--- config.mk ---
export PLATFORM = sky130hd
export DESIGN_NAME = escape_sequence_decoder_unit
export DESIGN_NICKNAME = d
export VERILOG_FILES = /design/src/design/esd_pkg.sv /design/src/design/esd_decode.sv /design/src/design/esd_rsp_reg.sv /design/src/design/escape_sequence_decoder_unit.sv
export VERILOG_INCLUDE_DIRS = /design/src /design/src/design
export SDC_FILE = /design/constraint.sdc
export NUM_CORES = 1
export LEC_CHECK = 0
export BUFFER_PORTS_ARGS = -buffer_cell sky130_fd_sc_hd__buf_2
export CAP_MARGIN = 20
export CORE_UTILIZATION = 60
export CTS_BUF_LIST = sky130_fd_sc_hd__clkbuf_2 sky130_fd_sc_hd__clkbuf_4 sky130_fd_sc_hd__clkbuf_8
export DETAILED_ROUTE_END_ITERATION = 6
export PLACE_DENSITY_LB_ADDON = 0.2
export SLEW_MARGIN = 20
export SYNTH_ARGS = -nofsm -noshare
export SYNTH_HDL_FRONTEND = slang
export SYNTH_SLANG_ARGS = --single-unit
--- constraint.sdc ---
create_clock -name clock -period 7.09 [get_ports clock]
set_input_delay 0.3545 -clock clock [delete_from_list [all_inputs] [get_ports clock]]
set_output_delay 0.3545 -clock clock [all_outputs]
set_load 0.03 [all_outputs]
--- src/design/escape_sequence_decoder_unit_macros.svh ---
// Assertion macros for the escape sequence decoder (used by esd_decode)
`ifndef ESCAPE_SEQUENCE_DECODER_UNIT_MACROS_SVH
`define ESCAPE_SEQUENCE_DECODER_UNIT_MACROS_SVH

`ifndef SYNTH
`define ESD_ASSERT(label, clk, rst, prop) \
   label: assert property (@(posedge clk) disable iff (rst) prop) \
      else $error("escape decoder check failed");
`define ESD_ASSERT_ALWAYS(label, clk, prop) \
   label: assert property (@(posedge clk) prop) \
      else $error("escape decoder check failed");
`else
`define ESD_ASSERT(label, clk, rst, prop)
`define ESD_ASSERT_ALWAYS(label, clk, prop)
`endif

`endif

--- src/design/esd_pkg.sv ---
// Types, status codes and helpers for the escape sequence decoder
package esd_pkg;

   localparam int CP_W  = 32;
   localparam int CNT_W = 4;

   localparam logic [1:0] ST_OK      = 2'd0;
   localparam logic [1:0] ST_ILLEGAL = 2'd1;
   localparam logic [1:0] ST_SHORT   = 2'd2;
   localparam logic [1:0] ST_NOBRACE = 2'd3;

   typedef struct packed {
      logic [7:0] text_byte;
      logic       end_of_text;
   } req_type;

   typedef struct packed {
      logic [CP_W-1:0] code_point;
      logic [1:0]      status;
      logic            byte_used;
   } rsp_type;

   typedef struct packed {
      logic    valid;
      rsp_type data;
   } result_type;

   // Return {is_hex, value} for one ASCII byte
   function automatic logic [4:0] hex_digit(input logic [7:0] b);
      logic [4:0] r;
      r = 5'd0;
      if (b inside {["0":"9"]}) begin
         r = {1'b1, b[3:0]};
      end else if (b inside {["a":"f"], ["A":"F"]}) begin
         r = {1'b1, b[3:0] + 4'd9};
      end
      return r;
   endfunction

endpackage

--- src/design/esd_decode.sv ---
// Escape state register and per-byte decode logic
`include "escape_sequence_decoder_unit_macros.svh"

module esd_decode #(
   parameter int MAX_BRACE_DIGITS = 8
) (
   input  logic                clock,
   input  logic                reset,
   input  logic                step,
   input  esd_pkg::req_type    item,
   output esd_pkg::result_type result
);
   import esd_pkg::*;

   typedef enum logic [3:0] {
      MODE_IDLE    = 4'd0,
      MODE_XFIRST  = 4'd1,
      MODE_XSECOND = 4'd2,
      MODE_XBRACE  = 4'd3,
      MODE_CTRL    = 4'd4,
      MODE_HEX4    = 4'd5,
      MODE_HEX8    = 4'd6,
      MODE_OCT     = 4'd7
   } mode_type;

   localparam logic [CNT_W-1:0] BRACE_LIMIT = CNT_W'(MAX_BRACE_DIGITS);

   mode_type         mode_ff, mode_in;
   logic [CP_W-1:0]  acc_ff, acc_in;
   logic [CNT_W-1:0] cnt_ff, cnt_in;

   logic [4:0]       hex;
   logic [CP_W-1:0]  acc_hex;
   logic [CP_W-1:0]  acc_oct;
   logic [CNT_W-1:0] cnt_inc;
   logic [7:0]       b;
   logic             eot;

   assign b       = item.text_byte;
   assign eot     = item.end_of_text;
   assign hex     = hex_digit(b);
   assign acc_hex = {acc_ff[CP_W-5:0], hex[3:0]};
   assign acc_oct = {acc_ff[CP_W-4:0], b[2:0]};
   assign cnt_inc = cnt_ff + 1'b1;

   always_comb begin
      logic            emit;
      logic [CP_W-1:0] cp;
      logic [1:0]      st;
      logic            used;
      mode_in = mode_ff;
      acc_in  = acc_ff;
      cnt_in  = cnt_ff;
      emit    = 1'b0;
      cp      = '0;
      st      = ST_OK;
      used    = 1'b0;
      case (mode_ff)
         MODE_XFIRST: begin
            if (eot) begin
               emit = 1'b1; st = ST_SHORT;
            end else if (hex[4]) begin
               acc_in  = CP_W'(hex[3:0]);
               mode_in = MODE_XSECOND;
            end else if (b == "{") begin
               acc_in  = '0;
               cnt_in  = '0;
               mode_in = MODE_XBRACE;
            end else begin
               emit = 1'b1; st = ST_ILLEGAL; used = 1'b1;
            end
         end
         MODE_XSECOND: begin
            emit = 1'b1;
            if (!eot && hex[4]) begin
               cp = acc_hex; used = 1'b1;
            end else begin
               cp = acc_ff;
            end
         end
         MODE_XBRACE: begin
            if (eot) begin
               emit = 1'b1; st = ST_NOBRACE;
            end else if (b == "}") begin
               emit = 1'b1; cp = acc_ff; used = 1'b1;
            end else if (cnt_ff >= BRACE_LIMIT) begin
               emit = 1'b1; st = ST_NOBRACE; used = 1'b1;
            end else if (!hex[4]) begin
               emit = 1'b1; st = ST_ILLEGAL; used = 1'b1;
            end else begin
               acc_in = acc_hex;
               cnt_in = cnt_inc;
            end
         end
         MODE_CTRL: begin
            emit = 1'b1;
            if (eot) begin
               st = ST_SHORT;
            end else if (b inside {["A":"Z"]}) begin
               cp = CP_W'(b[4:0]); used = 1'b1;
            end else begin
               st = ST_ILLEGAL; used = 1'b1;
            end
         end
         MODE_HEX4, MODE_HEX8: begin
            if (eot) begin
               emit = 1'b1; st = ST_SHORT;
            end else if (!hex[4]) begin
               emit = 1'b1; st = ST_ILLEGAL; used = 1'b1;
            end else begin
               acc_in = acc_hex;
               cnt_in = cnt_inc;
               if (cnt_inc >= ((mode_ff == MODE_HEX4) ? CNT_W'(4) : CNT_W'(8))) begin
                  emit = 1'b1; cp = acc_hex; used = 1'b1;
               end
            end
         end
         MODE_OCT: begin
            if (!eot && (b inside {["0":"7"]})) begin
               acc_in = acc_oct;
               cnt_in = cnt_inc;
               if (cnt_inc >= CNT_W'(3)) begin
                  emit = 1'b1; cp = acc_oct; used = 1'b1;
               end
            end else begin
               emit = 1'b1; cp = acc_ff;
            end
         end
         default: begin
            // idle or an unreached mode: take the escape letter
            if (eot) begin
               emit = 1'b1; st = ST_SHORT;
            end else begin
               acc_in = '0;
               cnt_in = '0;
               case (b)
                  "x":  mode_in = MODE_XFIRST;
                  "c":  mode_in = MODE_CTRL;
                  "u":  mode_in = MODE_HEX4;
                  "U":  mode_in = MODE_HEX8;
                  "a":  begin emit = 1'b1; cp = CP_W'(7);  used = 1'b1; end
                  "b":  begin emit = 1'b1; cp = CP_W'(8);  used = 1'b1; end
                  "t":  begin emit = 1'b1; cp = CP_W'(9);  used = 1'b1; end
                  "n":  begin emit = 1'b1; cp = CP_W'(10); used = 1'b1; end
                  "v":  begin emit = 1'b1; cp = CP_W'(11); used = 1'b1; end
                  "f":  begin emit = 1'b1; cp = CP_W'(12); used = 1'b1; end
                  "r":  begin emit = 1'b1; cp = CP_W'(13); used = 1'b1; end
                  "e":  begin emit = 1'b1; cp = CP_W'(27); used = 1'b1; end
                  default: begin
                     if (b inside {["0":"7"]}) begin
                        acc_in  = CP_W'(b[2:0]);
                        cnt_in  = CNT_W'(1);
                        mode_in = MODE_OCT;
                     end else begin
                        // backslash, quote and any other byte return themselves
                        emit = 1'b1; cp = CP_W'(b); used = 1'b1;
                     end
                  end
               endcase
            end
         end
      endcase
      if (emit) begin
         mode_in = MODE_IDLE;
         acc_in  = '0;
         cnt_in  = '0;
      end
      result.valid           = emit;
      result.data.code_point = cp;
      result.data.status     = st;
      result.data.byte_used  = used;
   end

   always_ff @(posedge clock) begin
      if (reset) begin
         mode_ff <= MODE_IDLE;
         acc_ff  <= '0;
         cnt_ff  <= '0;
      end else if (step) begin
         mode_ff <= mode_in;
         acc_ff  <= acc_in;
         cnt_ff  <= cnt_in;
      end
   end

   `ESD_ASSERT(a_error_zero_cp, clock, reset, result.valid && result.data.status != ST_OK |-> result.data.code_point == '0)
   `ESD_ASSERT(a_emit_clears, clock, reset, step && result.valid |=> mode_ff == MODE_IDLE && acc_ff == '0 && cnt_ff == '0)
   `ESD_ASSERT(a_end_closes, clock, reset, step && item.end_of_text |-> result.valid && !result.data.byte_used)
   `ESD_ASSERT(a_count_bound, clock, reset, cnt_ff <= CNT_W'(8))

endmodule

--- src/design/esd_rsp_reg.sv ---
// Result register that holds an item until the consumer takes it
module esd_rsp_reg (
   input  logic             clock,
   input  logic             reset,
   input  logic             load,
   input  esd_pkg::rsp_type load_data,
   output logic             can_load,
   output logic             rsp_valid,
   input  logic             rsp_ready,
   output esd_pkg::rsp_type rsp_data
);
   import esd_pkg::*;

   logic    valid_ff;
   rsp_type data_ff;

   assign can_load  = !valid_ff || rsp_ready;
   assign rsp_valid = valid_ff;
   assign rsp_data  = data_ff;

   always_ff @(posedge clock) begin
      if (reset) begin
         valid_ff <= 1'b0;
      end else if (can_load) begin
         valid_ff <= load;
      end
      if (can_load && load) begin
         data_ff <= load_data;
      end
   end

endmodule

--- src/design/escape_sequence_decoder_unit.sv ---
// Top level of the escape sequence decoder: input register, decode and result register
//
// Feed the bytes that follow a backslash, one item each, with end_of_text set when the
// string has run out. The block takes one item per clock cycle while req_ready is
// high; a closing item passes the input register, then the result register; items
// that only extend an escape give no result. The rate is set by the escape state
// register (mode, 32-bit accumulator, digit count), which is updated once per byte
// by the decode logic. A result with byte_used low means the last byte was not part
// of the escape and must be presented again as ordinary text. A closing item waits
// in the input register while the result register stalls; req_ready falls only then.
module escape_sequence_decoder_unit #(
   parameter int MAX_BRACE_DIGITS = 8
) (
   input  logic             clock,
   input  logic             reset,
   input  logic             req_valid,
   output logic             req_ready,
   input  esd_pkg::req_type req_data,
   output logic             rsp_valid,
   input  logic             rsp_ready,
   output esd_pkg::rsp_type rsp_data
);
   import esd_pkg::*;

   logic       in_valid_ff, in_valid_in;
   req_type    in_data_ff;
   result_type result;
   logic       can_load;
   logic       advance;

   // An item that gives no result advances even when the result register is full
   assign advance     = in_valid_ff && (!result.valid || can_load);
   assign req_ready   = !in_valid_ff || advance;
   assign in_valid_in = (req_valid && req_ready) || (in_valid_ff && !advance);

   always_ff @(posedge clock) begin
      if (reset) begin
         in_valid_ff <= 1'b0;
      end else begin
         in_valid_ff <= in_valid_in;
      end
      if (req_valid && req_ready) begin
         in_data_ff <= req_data;
      end
   end

   esd_decode #(
      .MAX_BRACE_DIGITS(MAX_BRACE_DIGITS)
   ) u_decode (
      .clock (clock),
      .reset (reset),
      .step  (advance),
      .item  (in_data_ff),
      .result(result)
   );

   esd_rsp_reg u_rsp_reg (
      .clock    (clock),
      .reset    (reset),
      .load     (advance && result.valid),
      .load_data(result.data),
      .can_load (can_load),
      .rsp_valid(rsp_valid),
      .rsp_ready(rsp_ready),
      .rsp_data (rsp_data)
   );

endmodule

==> flow_metrics.tcl, run 1 <==
set metrics [dict create \
    grt_pass1_wl_microns 18900 \
    wl_per_cell_microns 18.9 \
    p_leak_nw 2.00 \
    cts_buffers 9 \
    cp.arrival_ns 4.33 \
    dp_hpwl_microns 7570 \
    root_buffer "clkbuf_8" \
    irDropWorstVdd_mv 0.111 \
    drtIter0Drc 499 \
    synth.distinct_cells 76 \
    rsz0062_at_grt "false" \
    syn_to_final_growth_pct 8.25 \
    drv_slew 0 \
    startpoint_type "register" \
    synth_most_common_cell "edfxtp_1" \
    antenna_found_initial 0 \
    ios 50 \
    ant_nets 0 \
    fmax_mhz 248 \
    portBuffers 49 \
    drt_pass1_iterations 7 \
    postCtsSetupRepairBufs 0 \
    p_per_area_mw_per_mm2 178 \
    synthTopCellsByArea "edfxtp_1, dfxtp_1, o2bb2ai_2, a222oi_1, a22oi_1" \
    cts_buffer_depth 2 \
    endpoint_kind "register" \
    grt-ovfl-total 0 \
    sequentialPowerShare_pct 56.5 \
    switching_share_pct 27.3 \
    die_h_microns 93.1 \
    fin_crit_ns 4.03 \
    routed_wirelength_microns 11600 \
    synthTopCellsByCount "edfxtp_1, dfxtp_1, inv_1" \
    power_switching_mw 0.262 \
    design.die.area_sq_mm 0.00866 \
    ys_async_sr_fraction_pct 0 \
    finalSetupViolCount 0 \
    antenna_cells 0 \
    track_usage_pct 27.6 \
    finalCritPeriodShare_pct 56.8 \
    synth_fp_nets 504 \
    cts_max_level 3 \
    multi_input_area_sq_mm 0.00251 \
    ctsHoldBuffers 0 \
    yosysTopAreaCellShare_pct 26.5 \
    path_clk_slew_ns 0.09 \
    grt_pass1_vias 3681 \
    drv_cap 0 \
    cts_resized 0 \
    syn_area_sq_mm 0.00498 \
    fillers 609 \
    clock_latency_ns 0.36 \
    hold_path_class "in -> reg" \
    start_util_pct 63.1 \
    syn_area_per_cell_sq_um 10.3 \
    fin_tns_setup_ns 0 \
    cp_max_fo 35 \
    seqCellArea_sq_mm 0.00214 \
    p_int_mw 0.698 \
    routabilityCongestion 0.909 \
    combPwrFrac_pct 8.9 \
    clock_power_share_pct 34.6 \
    viasPerCell 6.76 \
    fp-row-count 32 \
    synth.largest_area_cell "edfxtp_1" \
    finalHoldViolCount 0 \
    worst_pin_slew_ns 1.07 \
    cts.sinks 85 \
    finClkSkew_ns 0.0148 \
    synth_seq_cells 85 \
    die_x_microns 93.1 \
    violations "design-rule violations" \
    status "finished, violations left" \
    slew_headroom_pct 28.6 \
    cts_tree "yes" \
    layout-drive-gt1-share_pct 24.0 \
    synth_flop_cell "edfxtp_1" \
    synth-warning-count 0 \
    synth_cells 481 \
    drcViolationCount 17 \
    synth_seq_area_share_pct 43.0 \
    vias 4122 \
    fin_util_pct 68.3 \
    grt_max_degree 36 \
    worst-endpoint-required_ns 7.39 \
    total_power_mw 0.960 \
    nets 526 \
    core-area_sq_mm 0.00789 \
    synth_edf_count 44 \
    worstSetupPathType "reg -> reg" \
]
path summary, 6_finish.rpt:
path	to	from	slack [ns]	cells past startpoint
setup / recovery	u_decode.acc_ff[0]	u_decode.mode_ff[0]	3.06	11
hold / removal	in_data_ff[3]	req_data[3]	0.17	1
hold reg to reg	u_decode.acc_ff[29]	u_decode.acc_ff[29]	0.48	1
setup reg to reg	u_decode.acc_ff[0]	u_decode.mode_ff[0]	3.06	11
per-stage QoR:
step / setup slack, ns / hold WS, ns / instance area (sq um) / cells
global placement: 3.20 / 0.461 / 5180 / 593
CTS: 3.12 / 0.167 / 5370 / 609
finish: 3.06 / 0.170 / 5390 / 610
floorplan: 1.30 / 0.447 / 4980 / 481
global route: 2.87 / 0.146 / 5390 / 610
detailed placement: 3.15 / 0.466 / 5180 / 593
routing by layer:
metal  track usage (%)  up-vias  wire length, microns
met5                 0        -                     0
li1                  -     1931                     -
met2              41.2      207                  5330
met1              41.2     1967                  5230
met4              7.69        0                   142
met3              4.63       17                   853
worst max-delay path, stage by stage (launching register included):
cell	delay, ns
dfxtp_1	0.66
nor2b_1	0.29
and2_1	0.21
ha_1	0.25
a21bo_2	0.20
a21oi_1	0.33
nand3_1	0.13
a31oi_1	0.46
a211oi_4	0.16
or3_2	0.86
nor3_2	0.30
a21o_1	0.10
cell type report:
class                           instances  area share (%)
Inverter                               39            2.72
Tap cell                              102            2.37
Clock inverter                          6           0.999
Sequential cell                        85            39.8
Multi-Input combinational cell        316            46.6
Timing Repair Buffer                   52            4.97
Clock buffer                           10            2.55
power by group through the flow:
| stage | Clock (mW) | Combinational, mW | Sequential [mW] |
|---|---|---|---|
| after floorplan | 0 | 0.0497 | 0.565 |
| after global placement | 0 | 0.0827 | 0.553 |
| after detailed placement | 0 | 0.0838 | 0.553 |
| after CTS | 0.337 | 0.0839 | 0.542 |
| after global routing | 0.360 | 0.0912 | 0.545 |
| final | 0.332 | 0.0851 | 0.543 |
kinds of logic after synthesis:
| group | Yosys count | share of synthesized area (%) |
|---|---|---|
| AO/OA/AOI/OAI | 187 | 33.9 |
| buffers and inverters | 80 | 7.06 |
| AND/OR/NAND/NOR | 113 | 12.4 |
| adder cells (fa/ha/maj) | 11 | 2.71 |
| flip-flops | 85 | 43.0 |
| multiplexers | 2 | 0.402 |
| XOR/XNOR | 3 | 0.528 |
sequential cells by signal, indices dropped and copies added (netlist names):
register             cells
in_data_ff               9
in_valid_ff              1
u_decode.acc_ff         32
u_decode.cnt_ff          4
u_decode.mode_ff         3
u_rsp_reg.rsp_data      35
u_rsp_reg.rsp_valid      1
placed cells by master (no fill, tap or decap), drive strengths merged, types with 5 or more instances in the layout:
master   instances
a22oi           32
edfxtp          44
a222oi          29
clkbuf          11
dfxtp           41
a22o             5
a31oi            5
nor4             5
ha              10
nand2           32
nor3             6
buf             51
and2             5
nand3            8
inv             42
nor2b            9
o2bb2ai         32
nor2            19
a21oi           28
o21ai           16
Power figures use the tool's default switching activity.
==> inputs of run 2 (changes only) <==
--- a/config.mk
+++ b/config.mk
@@ -8,7 +8,7 @@
 export LEC_CHECK = 0
 export BUFFER_PORTS_ARGS = -buffer_cell sky130_fd_sc_hd__buf_2
 export CAP_MARGIN = 20
-export CORE_UTILIZATION = 60
+export CORE_UTILIZATION = 56
 export CTS_BUF_LIST = sky130_fd_sc_hd__clkbuf_2 sky130_fd_sc_hd__clkbuf_4 sky130_fd_sc_hd__clkbuf_8
 export DETAILED_ROUTE_END_ITERATION = 6
 export PLACE_DENSITY_LB_ADDON = 0.2
==> constraint.sdc (replaced) <==
create_clock -name clock -period 3.7 [get_ports clock]
set_input_delay 0.185 -clock clock [delete_from_list [all_inputs] [get_ports clock]]
set_output_delay 0.185 -clock clock [all_outputs]
set_load 0.03 [all_outputs]
==> flow_metrics.tcl, run 2 (synthesized netlist as in run 1, its figures left out) <==
set metrics [dict create \
    status "finished, violations left" \
    violations "design-rule violations" \
    routed_wirelength_microns 12000 \
    cts_buffer_depth 2 \
    grt_pass1_wl_microns 19300 \
    routed-wl-met3_microns 763 \
    cp_max_fo 32 \
    drcViolationCount 1 \
    total_power_mw 1.91 \
    finalCritPeriodShare_pct 95.6 \
    highest_layer "met4" \
    cts_max_level 3 \
    startpoint_type "register" \
    die_x_microns 96.3 \
    p_leak_nw 2.12 \
    fillers 687 \
    die_h_microns 96.3 \
    root_buffer "clkbuf_8" \
    worst_pin_slew_ns 1.09 \
    ios 50 \
    seqCellArea_sq_mm 0.00214 \
    fin_tns_setup_ns 0 \
    reg2reg_depth 11 \
    dp_hpwl_microns 7990 \
    hold_path_depth 3 \
    dp_slack_ns 0.244 \
    vias 4172 \
    finalSetupViolCount 0 \
    wl_per_cell_microns 18.7 \
    final_design_area_no_fill_sq_mm 0.00563 \
    finalHoldViolCount 0 \
    cts_buffers 9 \
    hold_ws_ns 0.0791 \
    antenna_cells 0 \
    cts_tree "yes" \
    fin_crit_ns 3.54 \
    cts.sinks 85 \
    design.die.area_sq_mm 0.00927 \
    fin_ws_ns 0.164 \
    p_per_area_mw_per_mm2 339 \
    clock_latency_ns 0.37 \
    start_util_pct 57.4 \
    fmax_mhz 283 \
    rsz0062_at_grt "false" \
    irDropWorstVdd_mv 0.195 \
    grt_pass1_vias 3759 \
    nets 552 \
    multi_input_area_sq_mm 0.00252 \
    syn_to_final_growth_pct 13.2 \
    drv_cap 0 \
    wl_met2_microns 5510 \
    finClkSkew_ns 0.0123 \
    endpoint_kind "register" \
    layout-drive-gt1-share_pct 25.7 \
    viasPerCell 6.51 \
    fp-row-count 34 \
    antenna_found_initial 0 \
    wl_met1_microns 5520 \
    worstSetupPathType "reg -> reg" \
    path_cells "inv_1, ha_2, or4b_1, o22a_1, a311o_2, nand3_2, a21oi_1, o21a_1, buf_4, a222oi_1, nand2_1" \
    path_clk_slew_ns 0.10 \
    grt-ovfl-total 0 \
    ant_nets 0 \
    cp.arrival_ns 3.64 \
    drtIter0Drc 462 \
    postPlaceCellArea_sq_mm 0.00535 \
    grt_max_degree 33 \
    cp_slowest_cell "edfxtp_1" \
    worst-endpoint-required_ns 3.80 \
    core-area_sq_mm 0.00868 \
    final_common_cell "buf_2" \
    track_usage_pct 27.5 \
    drt_pass1_iterations 7 \
    drv_slew 0 \
    hold_path_class "in -> reg" \
    layout_common_cells "buf_2, edfxtp_1, dfxtp_1" \
    cpPeakStageDelay_ns 0.52 \
    slew_headroom_pct 27.2 \
    portBuffers 49 \
    routabilityCongestion 1.01 \
    largest_reg_flops 35 \
]
run 2: critical path, delay by kind of cell, from the launching register on:
kind / cells / cell delay [ns]
AO/OA/AOI/OAI: 5 / 1.26
adder cells (fa/ha/maj): 1 / 0.28
buffers and inverters: 2 / 0.43
flip-flops: 1 / 0.52
AND/OR/NAND/NOR: 3 / 0.78
run 2: area by class of cell:
type,instances,share of cell area (%)
multi-input cells,316,44.7
clock buffers,9,2.20
repair buffers,78,8.84
flip-flops and latches,85,38.0
well taps,108,2.40
clock inverters,6,1.27
inverters,39,2.60
run 2: per-layer routing:
metal  vias to the layer above  track usage, %
met2                       183            40.5
li1                       1980               -
met5                         -               0
met1                      1992            39.9
met4                         0            10.1
met3                        17            5.13
run 2: through the flow:
| stage | utilization, % | std cells |
|---|---|---|
| after floorplan | - | 481 |
| after global placement | 61.6 | 617 |
| after detailed placement | 61.6 | 617 |
| after CTS | 64.9 | 641 |
| after global routing | 64.9 | 641 |
| final | 64.9 | 641 |
run 2: repair_timing:
action,in CTS,in global routing
hold buffers,9,0
endpoints found under the setup margin,0,6
gates resized for setup,0,1
setup buffers,0,0
hold endpoints to repair,9,0
run 2: worst paths after layout:
| path | slack, ns | startpoint | to |
|---|---|---|---|
| max | 0.16 | in_data_ff[2] | u_rsp_reg.rsp_data[3] |
| min | 0.08 | req_valid | in_valid_ff |
| min reg2reg | 0.48 | u_decode.acc_ff[29] | u_decode.acc_ff[29] |
| max reg2reg | 0.16 | in_data_ff[2] | u_rsp_reg.rsp_data[3] |
run 2: power breakdown:
group          switching (mW)  internal, mW  leakage, nW
Sequential             0.0183          1.01        0.756
Clock                   0.369         0.317       0.0980
Combinational           0.125        0.0635         1.27
Total                   0.512          1.39         2.12
==> inputs of run 3 (changes only) <==
--- a/config.mk
+++ b/config.mk
@@ -11,7 +11,7 @@
 export CORE_UTILIZATION = 56
 export CTS_BUF_LIST = sky130_fd_sc_hd__clkbuf_2 sky130_fd_sc_hd__clkbuf_4 sky130_fd_sc_hd__clkbuf_8
 export DETAILED_ROUTE_END_ITERATION = 6
-export PLACE_DENSITY_LB_ADDON = 0.2
+export PLACE_DENSITY_LB_ADDON = 0.15
 export SLEW_MARGIN = 20
 export SYNTH_ARGS = -nofsm -noshare
 export SYNTH_HDL_FRONTEND = slang
==> flow_metrics.tcl, run 3 (synthesized netlist as in run 1, its figures left out) <==
set metrics [dict create \
    hold_path_depth 3 \
    grt-ovfl-total 0 \
    r2r_start "in_data_ff[2]" \
    dp_slack_ns 0.238 \
    antenna_found_initial 0 \
    hold_path_class "in -> reg" \
    drtIter0Drc 457 \
    finClkSkew_ns 0.00945 \
    startpoint_type "register" \
    endpoint_kind "register" \
    cpPeakStageDelay_ns 0.54 \
    cp.arrival_ns 3.61 \
    cp_max_fo 32 \
    track_usage_pct 27.6 \
    fmax_mhz 285 \
    power_switching_mw 0.513 \
    fp-row-count 34 \
    fin_ws_ns 0.187 \
    cp_slowest_cell "edfxtp_1" \
    drcViolationCount 0 \
    rsz0062_at_grt "false" \
    dp_hpwl_microns 8060 \
    viasPerCell 6.57 \
    switching_share_pct 27.8 \
    reg2reg_depth 11 \
    cts_buffers 9 \
    finalSetupViolCount 0 \
    nets 551 \
    finalHoldViolCount 0 \
    path_cells "inv_1, ha_2, or4b_1, o22a_1, a311o_2, nand3_2, a21oi_1, o21a_1, buf_4, a222oi_1, nand2_1" \
    p_leak_nw 2.11 \
    syn_to_final_growth_pct 13.0 \
    drv_slew 0 \
    drt_pass1_iterations 7 \
    portBuffers 49 \
    wl_per_cell_microns 18.5 \
    cts_buffer_depth 2 \
    finalCritPeriodShare_pct 94.9 \
    ant_nets 0 \
    worst-endpoint-required_ns 3.80 \
    routabilityCongestion 0.953 \
    fin_crit_ns 3.51 \
    final_common_cell "buf_2" \
    grt_pass1_wl_microns 19500 \
    irDropWorstVdd_mv 0.194 \
    drv_cap 0 \
    hold_ws_ns 0.0699 \
    worstSetupEndpoint "u_rsp_reg.rsp_data[3]" \
    combPwrFrac_pct 10.0 \
    postCtsSetupRepairBufs 0 \
    vias 4210 \
    cts_max_level 3 \
    worstSetupPathType "reg -> reg" \
    design.die.area_sq_mm 0.00927 \
    grt_pass1_vias 3846 \
    ios 50 \
    crit_start "in_data_ff[2]" \
    root_buffer "clkbuf_8" \
    cts.sinks 85 \
    layout-drive-gt1-share_pct 25.5 \
    cts_tree "yes" \
    start_util_pct 57.4 \
    die_x_microns 96.3 \
    r2r_setup_slack_ns 0.19 \
    p_per_area_mw_per_mm2 328 \
    total_power_mw 1.84 \
    die_h_microns 96.3 \
    core-area_sq_mm 0.00868 \
    clock_power_share_pct 33.9 \
    clock_latency_ns 0.37 \
    fillers 726 \
    fin_tns_setup_ns 0 \
    p_int_mw 1.33 \
    grt_max_degree 34 \
    worst_pin_slew_ns 1.04 \
    largest_reg_flops 35 \
    layout_common_cells "buf_2, edfxtp_1, dfxtp_1" \
    path_clk_slew_ns 0.10 \
    reg2reg_to "u_rsp_reg.rsp_data[3]" \
    sequentialPowerShare_pct 56.1 \
    antenna_cells 0 \
    slew_headroom_pct 30.4 \
    routed_wirelength_microns 11900 \
    status "completed" \
]
[run 3: critical path: cells and delay by family (launching register included)]
family	cells	cell delay, ns
buffers and inverters	2	0.43
flip-flops	1	0.54
adder cells (fa/ha/maj)	1	0.27
AO/OA/AOI/OAI	5	1.23
AND/OR/NAND/NOR	3	0.77
[run 3: layout make-up]
class / count / area, sq um / area share [%]
repair buffers: 77 / 503 / 8.94
well taps: 108 / 135 / 2.40
clock inverters: 7 / 57.6 / 1.02
flip-flops and latches: 85 / 2140 / 38.1
multi-input cells: 316 / 2520 / 44.7
clock buffers: 9 / 124 / 2.20
inverters: 39 / 146 / 2.60
[run 3: power by group through the flow]
stage | Combinational, mW | Clock (mW) | Sequential, mW
finish | 0.184 | 0.624 | 1.03
global route | 0.201 | 0.676 | 1.04
CTS | 0.184 | 0.632 | 1.03
detailed placement | 0.176 | 0 | 1.06
global placement | 0.175 | 0 | 1.05
floorplan | 0.0968 | 0 | 1.08
[run 3: repair_timing]
item                       4_1_cts  5_1_grt
setup endpoints to repair        0        3
hold buffers                     9        0
gates resized for setup          0        1
hold endpoints to repair         9        0
[run 3: worst min path at each step]
stage          slack (ns)            end         from
6_report             0.07    in_valid_ff    req_valid
4_1_cts              0.06    in_valid_ff    req_valid
3_5_place_dp         0.36  in_data_ff[0]  req_data[0]
5_1_grt              0.11    in_valid_ff    req_valid
2_1_floorplan        0.28  in_data_ff[0]  req_data[0]
3_3_place_gp         0.36  in_data_ff[6]  req_data[6]
[run 3: per-stage QoR]
stage	util (%)	instances	area [sq um]
after floorplan	-	481	4990
after global placement	61.6	616	5350
after detailed placement	61.6	616	5350
after CTS	64.8	641	5620
after global routing	64.8	641	5620
final	64.8	641	5620
[run 3: per-layer routing]
layer | GRT usage [%] | vias up | routed length, microns
met4 | 10.4 | 0 | 210
met1 | 39.7 | 2042 | 5440
met5 | 0 | - | 0
met2 | 40.8 | 166 | 5490
li1 | - | 1979 | -
met3 | 4.90 | 23 | 738
